File: src/stwa_pkg.sv
// Shared types and constants of the subscriber table with aging.
// Request, response and table entry layouts, command codes and controller states.
// No dependencies.
package stwa_pkg;

	localparam int TTL_W    = 17;
	localparam int TTL_MS_W = 27;
	localparam int EXP_W    = 32;

	localparam logic [9:0]          MS_PER_SECOND = 10'd1000;
	localparam logic [TTL_MS_W-1:0] TTL_MS_RESET  = 27'd60000;

	localparam logic [1:0] CMD_SUBSCRIBE   = 2'd0;
	localparam logic [1:0] CMD_UNSUBSCRIBE = 2'd1;
	localparam logic [1:0] CMD_PING        = 2'd2;
	localparam logic [1:0] CMD_PUBLISH     = 2'd3;

	localparam logic [1:0] KIND_SUBSCRIBED = 2'd0;
	localparam logic [1:0] KIND_PONG       = 2'd1;
	localparam logic [1:0] KIND_LISTED     = 2'd2;

	typedef struct packed {
		logic [1:0]  command;
		logic [2:0]  addr_type;
		logic [31:0] ip_address;
		logic [15:0] port_number;
		logic [30:0] now_ms;
	} req_t;

	typedef struct packed {
		logic [1:0]  reply_kind;
		logic [2:0]  out_type;
		logic [31:0] out_ip;
		logic [15:0] out_port;
		logic        last;
	} rsp_t;

	typedef struct packed {
		logic [2:0]       addr_type;
		logic [31:0]      ip_address;
		logic [15:0]      port_number;
		logic [EXP_W-1:0] expiry;
	} entry_t;

	localparam int ENTRY_W = $bits(entry_t);

	typedef enum logic [1:0] {
		ST_IDLE,
		ST_SCAN,
		ST_FINISH
	} state_t;

	typedef struct packed {
		logic remove;
		logic insert;
	} order_op_t;

	typedef struct packed {
		logic load_hold;
		logic flush_hold;
		logic reply;
	} emit_ctl_t;

	typedef struct packed {
		logic hold_valid;
		logic out_free;
	} emit_sts_t;

endpackage

File: src/stwa_ram.sv
// Generic single-port-write, single-port-read RAM with a registered read.
// Read data holds while the read enable is low. No dependencies.
module stwa_ram #(
	parameter int WIDTH = 8,
	parameter int DEPTH = 16
) (
	input  logic                                      clk,
	input  logic                                      we,
	input  logic [((DEPTH > 1) ? $clog2(DEPTH) : 1)-1:0] waddr,
	input  logic [WIDTH-1:0]                          wdata,
	input  logic                                      re,
	input  logic [((DEPTH > 1) ? $clog2(DEPTH) : 1)-1:0] raddr,
	output logic [WIDTH-1:0]                          rdata
);

	logic [WIDTH-1:0] mem_q [DEPTH];
	logic [WIDTH-1:0] rdata_q;

	always_ff @(posedge clk) begin
		if (we) begin
			mem_q[waddr] <= wdata;
		end
		if (re) begin
			rdata_q <= mem_q[raddr];
		end
	end

	assign rdata = rdata_q;

endmodule

File: src/stwa_order.sv
// Order list of the subscriber table: a permutation of the physical entry slots.
// Positions below the live count hold live entries, newest first. Uses stwa_pkg.
module stwa_order
	import stwa_pkg::*;
#(
	parameter int DEPTH = 16
) (
	input  logic                                         clk,
	input  logic                                         arst_n,
	input  order_op_t                                    op,
	input  logic [((DEPTH > 1) ? $clog2(DEPTH) : 1)-1:0] pos,
	input  logic [$clog2(DEPTH + 1)-1:0]                 count,
	input  logic [((DEPTH > 1) ? $clog2(DEPTH) : 1)-1:0] tail,
	input  logic [((DEPTH > 1) ? $clog2(DEPTH) : 1)-1:0] rd_pos,
	output logic [((DEPTH > 1) ? $clog2(DEPTH) : 1)-1:0] rd_phys
);

	localparam int IW = (DEPTH > 1) ? $clog2(DEPTH) : 1;
	localparam int CW = $clog2(DEPTH + 1);

	logic [IW-1:0] order_q [DEPTH];

	assign rd_phys = order_q[rd_pos];

	// An insertion expects rd_pos to equal count, so rd_phys is the free slot taken.
	for (genvar j = 0; j < DEPTH; j++) begin : g_slot
		localparam logic [CW-1:0] JC = CW'(j);
		logic [IW-1:0] up_val;
		logic [IW-1:0] dn_val;

		if (j == DEPTH - 1) begin : g_tail
			assign up_val = tail;
		end else begin : g_mid
			assign up_val = order_q[j + 1];
		end

		if (j == 0) begin : g_head
			assign dn_val = rd_phys;
		end else begin : g_rest
			assign dn_val = order_q[j - 1];
		end

		always_ff @(posedge clk or negedge arst_n) begin
			if (!arst_n) begin
				order_q[j] <= IW'(j);
			end else if (op.remove && (JC >= CW'(pos))) begin
				order_q[j] <= up_val;
			end else if (op.insert && (JC <= count)) begin
				order_q[j] <= dn_val;
			end
		end
	end

endmodule

File: src/stwa_emit.sv
// Response stage: output register plus a one-entry hold buffer for list replies.
// The hold buffer lets the final listed entry carry the last mark. Uses stwa_pkg.
module stwa_emit
	import stwa_pkg::*;
(
	input  logic      clk,
	input  logic      arst_n,
	input  emit_ctl_t ctl,
	input  entry_t    entry,
	input  rsp_t      reply,
	output emit_sts_t sts,
	output logic      rsp_valid,
	input  logic      rsp_ready,
	output rsp_t      rsp
);

	logic rsp_valid_q;
	logic hold_valid_q;
	rsp_t rsp_q;
	rsp_t hold_q;
	rsp_t listed;
	rsp_t flushed;

	always_comb begin
		listed            = '0;
		listed.reply_kind = KIND_LISTED;
		listed.out_type   = entry.addr_type;
		listed.out_ip     = entry.ip_address;
		listed.out_port   = entry.port_number;
		listed.last       = 1'b0;
		flushed           = hold_q;
		flushed.last      = 1'b1;
	end

	always_ff @(posedge clk or negedge arst_n) begin
		if (!arst_n) begin
			rsp_valid_q  <= 1'b0;
			hold_valid_q <= 1'b0;
		end else begin
			if (ctl.load_hold) begin
				hold_valid_q <= 1'b1;
			end else if (ctl.flush_hold) begin
				hold_valid_q <= 1'b0;
			end
			if ((ctl.load_hold && hold_valid_q) || ctl.flush_hold || ctl.reply) begin
				rsp_valid_q <= 1'b1;
			end else if (rsp_ready) begin
				rsp_valid_q <= 1'b0;
			end
		end
	end

	always_ff @(posedge clk) begin
		if (ctl.load_hold) begin
			hold_q <= listed;
			if (hold_valid_q) begin
				rsp_q <= hold_q;
			end
		end
		if (ctl.flush_hold) begin
			rsp_q <= flushed;
		end
		if (ctl.reply) begin
			rsp_q <= reply;
		end
	end

	assign sts.hold_valid = hold_valid_q;
	assign sts.out_free   = !rsp_valid_q || rsp_ready;
	assign rsp_valid      = rsp_valid_q;
	assign rsp            = rsp_q;

endmodule

File: src/subscriber_table_with_aging_core.sv
// Top level of the subscriber table with aging: controller, entry memory and order list.
// Depends on stwa_pkg, stwa_ram, stwa_order and stwa_emit.
//
// Each request walks the live entries in order, newest first, reading one entry per cycle
// from the entry memory unless the walk stalls. The block takes no new request until it
// is through with the last one. The walk stalls while a list request has a listed entry
// held and finds the response register full and not being taken, and every request waits
// in its finish state until the response register is free.
// The walk prunes expired entries for subscribe and publish requests, removes or refreshes
// a matching entry and queues list replies; the finish state inserts a new entry and
// issues any reply. The table is empty after reset and needs no clearing pass. The
// time-to-live register may be written at any time the block holds no request.
module subscriber_table_with_aging_core
	import stwa_pkg::*;
#(
	parameter int TABLE_DEPTH = 16
) (
	input  logic             clk,
	input  logic             arst_n,
	input  logic             cfg_we,
	input  logic [TTL_W-1:0] cfg_wdata,
	input  logic             req_valid,
	output logic             req_ready,
	input  req_t             req,
	output logic             rsp_valid,
	input  logic             rsp_ready,
	output rsp_t             rsp
);

	localparam int IW = (TABLE_DEPTH > 1) ? $clog2(TABLE_DEPTH) : 1;
	localparam int CW = $clog2(TABLE_DEPTH + 1);
	localparam logic [CW-1:0] FULL_COUNT = CW'(TABLE_DEPTH);

	state_t               state_q;
	state_t               state_d;
	logic [CW-1:0]        n_q;
	logic [IW-1:0]        p_q;
	logic [CW-1:0]        rem_q;
	logic                 found_q;
	logic [TTL_MS_W-1:0]  ttl_ms_q;
	req_t                 req_q;
	logic [EXP_W-1:0]     exp_q;
	logic [IW-1:0]        phys_s1;

	logic                 accept;
	logic                 is_sub;
	logic                 is_unsub;
	logic                 is_ping;
	logic                 is_pub;
	logic                 expired;
	logic                 hit;
	logic                 remove;
	logic                 refresh;
	logic                 pub_push;
	logic                 stall;
	logic                 step;
	logic                 last_ent;
	logic                 fin_go;
	logic                 room;
	logic                 do_insert;
	logic [EXP_W:0]       exp_sum;
	logic [EXP_W-1:0]     exp_new;
	logic [CW-1:0]        p_next;

	logic                 rd_en;
	logic [IW-1:0]        rd_pos;
	logic [IW-1:0]        rd_phys;
	logic                 wr_en;
	logic [IW-1:0]        wr_addr;
	entry_t               wr_data;
	entry_t               ent;
	logic [ENTRY_W-1:0]   ent_bits;
	order_op_t            order_op;
	emit_ctl_t            emit_ctl;
	emit_sts_t            emit_sts;
	rsp_t                 reply;

	assign accept   = req_valid && req_ready;
	assign is_sub   = (req_q.command == CMD_SUBSCRIBE);
	assign is_unsub = (req_q.command == CMD_UNSUBSCRIBE);
	assign is_ping  = (req_q.command == CMD_PING);
	assign is_pub   = (req_q.command == CMD_PUBLISH);

	assign ent      = entry_t'(ent_bits);
	assign expired  = ent.expiry < {1'b0, req_q.now_ms};
	assign hit      = (ent.addr_type == req_q.addr_type) &&
	                  (ent.ip_address == req_q.ip_address) &&
	                  (ent.port_number == req_q.port_number);
	assign remove   = ((is_sub || is_pub) && expired) || (is_unsub && hit);
	assign refresh  = (is_sub && hit && !expired) || (is_ping && hit);
	assign pub_push = is_pub && !expired;
	assign stall    = pub_push && emit_sts.hold_valid && !emit_sts.out_free;
	assign step     = (state_q == ST_SCAN) && !stall;
	assign last_ent = (rem_q == CW'(1));
	assign p_next   = CW'(p_q) + CW'(1);

	assign fin_go    = (state_q == ST_FINISH) && emit_sts.out_free;
	assign room      = (n_q != FULL_COUNT);
	assign do_insert = fin_go && is_sub && !found_q && room;

	assign exp_sum = {1'b0, 1'b0, req.now_ms} + (EXP_W + 1)'(ttl_ms_q);
	assign exp_new = exp_sum[EXP_W] ? {EXP_W{1'b1}} : exp_sum[EXP_W-1:0];

	always_comb begin
		state_d = state_q;
		unique case (state_q)
			ST_IDLE: begin
				if (accept) begin
					state_d = (n_q != '0) ? ST_SCAN : ST_FINISH;
				end
			end
			ST_SCAN: begin
				if (step && last_ent) begin
					state_d = ST_FINISH;
				end
			end
			ST_FINISH: begin
				if (emit_sts.out_free) begin
					state_d = ST_IDLE;
				end
			end
			default: state_d = ST_IDLE;
		endcase
	end

	always_comb begin
		req_ready           = 1'b0;
		rd_en               = 1'b0;
		rd_pos              = '0;
		wr_en               = 1'b0;
		wr_addr             = phys_s1;
		wr_data.addr_type   = req_q.addr_type;
		wr_data.ip_address  = req_q.ip_address;
		wr_data.port_number = req_q.port_number;
		wr_data.expiry      = exp_q;
		order_op            = '0;
		emit_ctl            = '0;
		reply.reply_kind    = is_ping ? KIND_PONG : KIND_SUBSCRIBED;
		reply.out_type      = req_q.addr_type;
		reply.out_ip        = req_q.ip_address;
		reply.out_port      = req_q.port_number;
		reply.last          = 1'b1;
		unique case (state_q)
			ST_IDLE: begin
				req_ready = 1'b1;
				rd_en     = accept && (n_q != '0);
			end
			ST_SCAN: begin
				rd_pos = p_next[IW-1:0];
				if (step) begin
					rd_en              = !last_ent;
					wr_en              = refresh;
					order_op.remove    = remove;
					emit_ctl.load_hold = pub_push;
				end
			end
			ST_FINISH: begin
				rd_pos              = n_q[IW-1:0];
				wr_addr             = rd_phys;
				wr_en               = do_insert;
				order_op.insert     = do_insert;
				emit_ctl.reply      = fin_go && ((is_sub && (found_q || room)) || is_ping);
				emit_ctl.flush_hold = fin_go && is_pub && emit_sts.hold_valid;
			end
			default: begin
				req_ready = 1'b0;
			end
		endcase
	end

	always_ff @(posedge clk or negedge arst_n) begin
		if (!arst_n) begin
			state_q  <= ST_IDLE;
			n_q      <= '0;
			p_q      <= '0;
			rem_q    <= '0;
			found_q  <= 1'b0;
			ttl_ms_q <= TTL_MS_RESET;
		end else begin
			state_q <= state_d;
			if (cfg_we) begin
				ttl_ms_q <= TTL_MS_W'(cfg_wdata) * TTL_MS_W'(MS_PER_SECOND);
			end
			if (accept) begin
				p_q     <= '0;
				rem_q   <= n_q;
				found_q <= 1'b0;
			end else if (step) begin
				rem_q <= rem_q - CW'(1);
				if (!remove) begin
					p_q <= p_next[IW-1:0];
				end
				if (remove) begin
					n_q <= n_q - CW'(1);
				end
				if (is_sub && refresh) begin
					found_q <= 1'b1;
				end
			end else if (do_insert) begin
				n_q <= n_q + CW'(1);
			end
		end
	end

	always_ff @(posedge clk) begin
		if (accept) begin
			req_q <= req;
			exp_q <= exp_new;
		end
		if (rd_en) begin
			phys_s1 <= rd_phys;
		end
	end

	stwa_ram #(
		.WIDTH(ENTRY_W),
		.DEPTH(TABLE_DEPTH)
	) u_entries (
		.clk   (clk),
		.we    (wr_en),
		.waddr (wr_addr),
		.wdata (wr_data),
		.re    (rd_en),
		.raddr (rd_phys),
		.rdata (ent_bits)
	);

	stwa_order #(
		.DEPTH(TABLE_DEPTH)
	) u_order (
		.clk     (clk),
		.arst_n  (arst_n),
		.op      (order_op),
		.pos     (p_q),
		.count   (n_q),
		.tail    (phys_s1),
		.rd_pos  (rd_pos),
		.rd_phys (rd_phys)
	);

	stwa_emit u_emit (
		.clk       (clk),
		.arst_n    (arst_n),
		.ctl       (emit_ctl),
		.entry     (ent),
		.reply     (reply),
		.sts       (emit_sts),
		.rsp_valid (rsp_valid),
		.rsp_ready (rsp_ready),
		.rsp       (rsp)
	);

	// The live count never exceeds the table depth.
	a_count_bound: assert property (@(posedge clk) disable iff (!arst_n)
		n_q <= FULL_COUNT)
		else $error("live count above table depth");

	// The walk never runs with no entries left to visit.
	a_scan_rem: assert property (@(posedge clk) disable iff (!arst_n)
		(state_q == ST_SCAN) |-> (rem_q != '0))
		else $error("scan with no entries remaining");

	// A removal during the walk drops the live count by exactly one.
	a_remove_count: assert property (@(posedge clk) disable iff (!arst_n)
		(step && remove) |=> (n_q == $past(n_q) - CW'(1)))
		else $error("removal did not decrement live count");

	// No list entry is left pending once the block is idle again.
	a_hold_idle: assert property (@(posedge clk) disable iff (!arst_n)
		(state_q == ST_IDLE) |-> !emit_sts.hold_valid)
		else $error("list entry pending while idle");

endmodule

File: config.mk
export PLATFORM = sky130hd
export DESIGN_NAME = subscriber_table_with_aging_core
export DESIGN_NICKNAME = d
export VERILOG_FILES = /design/src/stwa_pkg.sv /design/src/stwa_ram.sv /design/src/stwa_order.sv /design/src/stwa_emit.sv /design/src/subscriber_table_with_aging_core.sv
export SDC_FILE = /design/constraint.sdc
export NUM_CORES = 2
export LEC_CHECK = 0
export ABC_AREA = 1
export BUFFER_PORTS_ARGS = -buffer_cell sky130_fd_sc_hd__buf_2
export CAP_MARGIN = 20
export CORE_MARGIN = 2
export CORE_UTILIZATION = 35
export DETAILED_ROUTE_END_ITERATION = 16
export GPL_TIMING_DRIVEN = 0
export SYNTH_ARGS = -nofsm -noshare
export SYNTH_HDL_FRONTEND = slang
export SYNTH_SLANG_ARGS = --single-unit
File: constraint.sdc
create_clock -name clk -period 17.4 [get_ports clk]
set_input_delay 1.74 -clock clk [delete_from_list [all_inputs] [get_ports clk]]
set_output_delay 1.74 -clock clk [all_outputs]
set_load 0.1 [all_outputs]
==> results by group <==
Flow run
  • MaxCap Viol Count: 0

Worst setup path
  • Worst setup SP type: flop
  • Crit path top cell by count: nand2_1
  • Required time worst endpoint: 17.91 ns
  • Buf+Inv Stages, Crit Path: 6
  • R2R cell count: 22
  • Crit-path max FO: 17
  • Slowest cell on the critical path: edfxtp_1
  • Worst reg2reg setup slack: 11.39 ns
  • CP delay by family, top: simple AND/OR/NAND/NOR gates
  • Crit-path cells: inv_1 > ha_1 > nand2_1 > nand2_1 > nand2_1 > nand2_1 > nand2_1 > nand2_1 > nand2_1 > nand2_1 > nand2_1 > nand2_1 > a21oi_1 > clkbuf_1 > nand2_1 > nand2_1 > nand2_1 > nor3_2 > buf_4 > buf_6 > buf_6 > buf_6
  • Max incr delay on CP: 0.77 ns
  • Levels on crit path: 22
  • Critical Path AT: 6.51 ns
  • Crit. End Element: flop
  • CP Class: flop to flop

Placement
  • DP HPWL: 161,400 um
  • DP Area: 84,780 um2
  • Placer Congestion: 0.8696
  • PortBufs: 161

Yosys
  • FFs w/ async S/R, synth: 0.06149
  • Syn Inst Count: 7,192
  • Seq/Total Area, Yosys: 0.6572
  • Ys flop type: edfxtp_1
  • Synth Cell Area: 78,740 um2
  • Syn avg cell area: 10.95 um2
  • Synthesis Warnings: 0
  • Synth unique cells: 47
  • Syn_nets: 7,483
  • Post-synth EDFFs: 1,632
  • #FFs+latches synth: 1,740

Floorplan
  • Die Wd: 478.3 um
  • Row count: 174
  • Die Area: 228,800 um2
  • Initial core utilization: 0.3512
  • DIE HEIGHT: 478.3 um
  • Core area: 224,200 um2
  • Io pins: 162

Layout
  • Share of cells above drive strength 1: 0.1094
  • Area growth syn-to-layout: 15.41%
  • NumNets Final: 7,912
  • Fin area: 90,880 um2

Routing
  • Final wirelength: 227,400 um
  • Post-route ant nets: 0
  • DRT iter0 DRCs: 5,599
  • Remaining DRCs: 0
  • Via count: 54,290
  • Vias/cell: 5.040
  • DRT Pass-1 Iters: 6
  • Wirelength per Cell: 21.11 um

Pwr
  • Net Sw Frac: 0.4565
  • Seq pwr share: 0.317
  • PwrDens: 203.8 nW/um2
  • Clock power frac: 0.213
  • Worst vdd ir: 0.0001344 V
  • Leakage: 0.03576 uW
  • Combinational Power Share: 0.470
  • Switching pwr: 8457 uW
  • Internal power: 10,070 uW

Worst hold path
  • Hold Crit Class: flop to flop
  • Hold Path Depth: 2

Global routing
  • Largest net degree at the start of global routing: 84
  • First-pass GRT wire length: 336,600 um
  • Grt ovf: 0
  • GR Util All Layers: 0.1947
  • Vias in the first global route: 53,060
  • Initial antenna violation count: 43

Outcome
  • Status: finished clean

Clocking
  • Resize count post-CTS: 0
  • Hold bufs inserted after CTS: 0
  • CTS Buf Count: 187
  • Clk sinks: 1,740
  • Maximum buffer depth of the clock tree: 3
  • Latest clock arrival within the worst-skew pair: 0.84 ns
  • CTS root buf: clkbuf_16
  • CTS tree: built
  • H-tree depth: 4
  • Postcts setup bufs: 0
  • Worst-path clk slew: 0.06 ns

Timing
  • Slew HR: 0.2406
  • Fin. max-slew vios: 0
  • Post-route minimum period: 6.006 ns
  • Fin. Hold Viols: 0
  • RSZ-0062 raised after global routing: no
  • Clock Skews: 0.05065 ns
  • Tcrit/Tclk final: 0.3452
  • Slew @ Worst Pin: 1.139 ns
  • Final setup viols: 0
  • Post-Route Setup TNS: 0 ns
  • Fmax: 166.5 MHz
## synthesized netlist by cell type (17+ instances only)
library cell | number | share of area
inv_1 | 644 | 0.031
nor3_1 | 17 | 0.0011
fa_1 | 58 | 0.015
xnor2_1 | 41 | 0.0046
clkbuf_1 | 103 | 0.0049
buf_2 | 244 | 0.016
dfstp_2 | 39 | 0.013
nor2_1 | 124 | 0.0059
dfrtp_1 | 68 | 0.022
a21oi_1 | 85 | 0.0054
xor2_1 | 44 | 0.0049
nand3b_1 | 339 | 0.032
nand2_1 | 1909 | 0.091
ha_1 | 127 | 0.020
edfxtp_1 | 1632 | 0.62
nand3_1 | 1465 | 0.093
buf_1 | 31 | 0.0015
o21ai_0 | 109 | 0.0069
## layer usage
| metal | global-route usage | share of wire |
|---|---|---|
| met1 | 0.2574 | 0.42 |
| met2 | 0.3181 | 0.47 |
| met3 | 0.03970 | 0.081 |
| met4 | 0.06606 | 0.035 |
| met5 | 0 | 0.0014 |
## placed cells by master (no fill, tap or decap), types with 108 or more instances in the layout
cell / netlist / final
nor2_1: 124 / 112
clkbuf_1: 103 / 135
nand2_1: 1909 / 1909
o21ai_0: 109 / 108
ha_1: 127 / 127
buf_2: 244 / 405
inv_1: 644 / 642
clkbuf_16: 0 / 189
nand3b_1: 339 / 339
nand3_1: 1465 / 1465
edfxtp_1: 1632 / 1632
## tightest hold or removal path: stages (launching register included)
cell and delay, ns:
dfxtp_1 0.30, o21ai_0 0.07, nand2_1 0.05
## final cells by class
class,count,area (um2)
antenna,11,27.53
buffer,391,1832
clock buffer,224,4881
clock inverter,112,1191
fill,21260,133400
inverter,650,2447
multi-input combinational,4411,22860
sequential,1740,51750
tap,2992,3744
timing repair buffer,240,2145
## final timing paths
check	startpoint	end
worst max-delay path	req_q[1]$_DFFE_PP_	u_entries.mem_q[2][4]$_DFFE_PP_
worst min-delay path	u_emit.rsp[0]$_SDFFE_PP1P_	u_emit.rsp[0]$_SDFFE_PP1P_
worst max register to register	req_q[1]$_DFFE_PP_	u_entries.mem_q[2][4]$_DFFE_PP_
worst min register to register	u_emit.rsp[0]$_SDFFE_PP1P_	u_emit.rsp[0]$_SDFFE_PP1P_
max in group asynchronous	arst_n	u_order.g_slot[7].up_val[3]$_DFFE_PN1P_
min in group asynchronous	arst_n	ttl_ms_q[4]$_DFFE_PN0P_
## power groups by stage
| stage | combinational, uW | sequential [uW] | clock (uW) |
|---|---|---|---|
| final | 8710 | 5860 | 3950 |
| after global routing | 9580 | 5920 | 4160 |
| after CTS | 8670 | 5870 | 4000 |
| after detailed placement | 8630 | 5950 | 0 |
| after global placement | 8450 | 6000 | 0 |
| after floorplan | 5230 | 6050 | 0 |
## metrics by stage
| step | power (uW) | util | cells | setup slack [ns] | hold WS [ns] |
|---|---|---|---|---|---|
| 6_report | 18530 | 0.4053 | 10770 | 11.39 | 0.4624 |
| 5_1_grt | 19670 | 0.4052 | 10760 | 11.12 | 0.4767 |
| 4_1_cts | 18540 | 0.4052 | 10760 | 11.46 | 0.4670 |
| 3_5_place_dp | 14580 | 0.3781 | 10420 | 11.40 | 0.4560 |
| 3_3_place_gp | 14450 | 0.3714 | 10350 | 3.000 | 0.4453 |
| 2_1_floorplan | 11290 | - | 7192 | 8.521 | 0.4457 |
## logic make-up after synthesis
family / count (synthesis) / synth area share
simple gates: 3886 / 0.2261
flops: 1740 / 0.6572
buf+inv: 1041 / 0.05422
compound gates: 255 / 0.01802
fa+ha+maj: 185 / 0.03493
xor+xnor: 85 / 0.009454
## sequential cells by signal, indices dropped and copies added, names as in the netlist, 2 cells and up
register and flops:
rem_q 5, req_q 33, phys_s1 4, u_order.g_slot.dn_val 12, ttl_ms_q 24, state_q 2
n_q 5, u_entries.mem_q 1328, p_q 4, reply 51, u_emit.rsp 54, u_emit.flushed 51
exp_q 29, u_order.g_slot.up_val 52, u_entries.rdata 83
No activity file was read; power rests on OpenSTA's default activity.
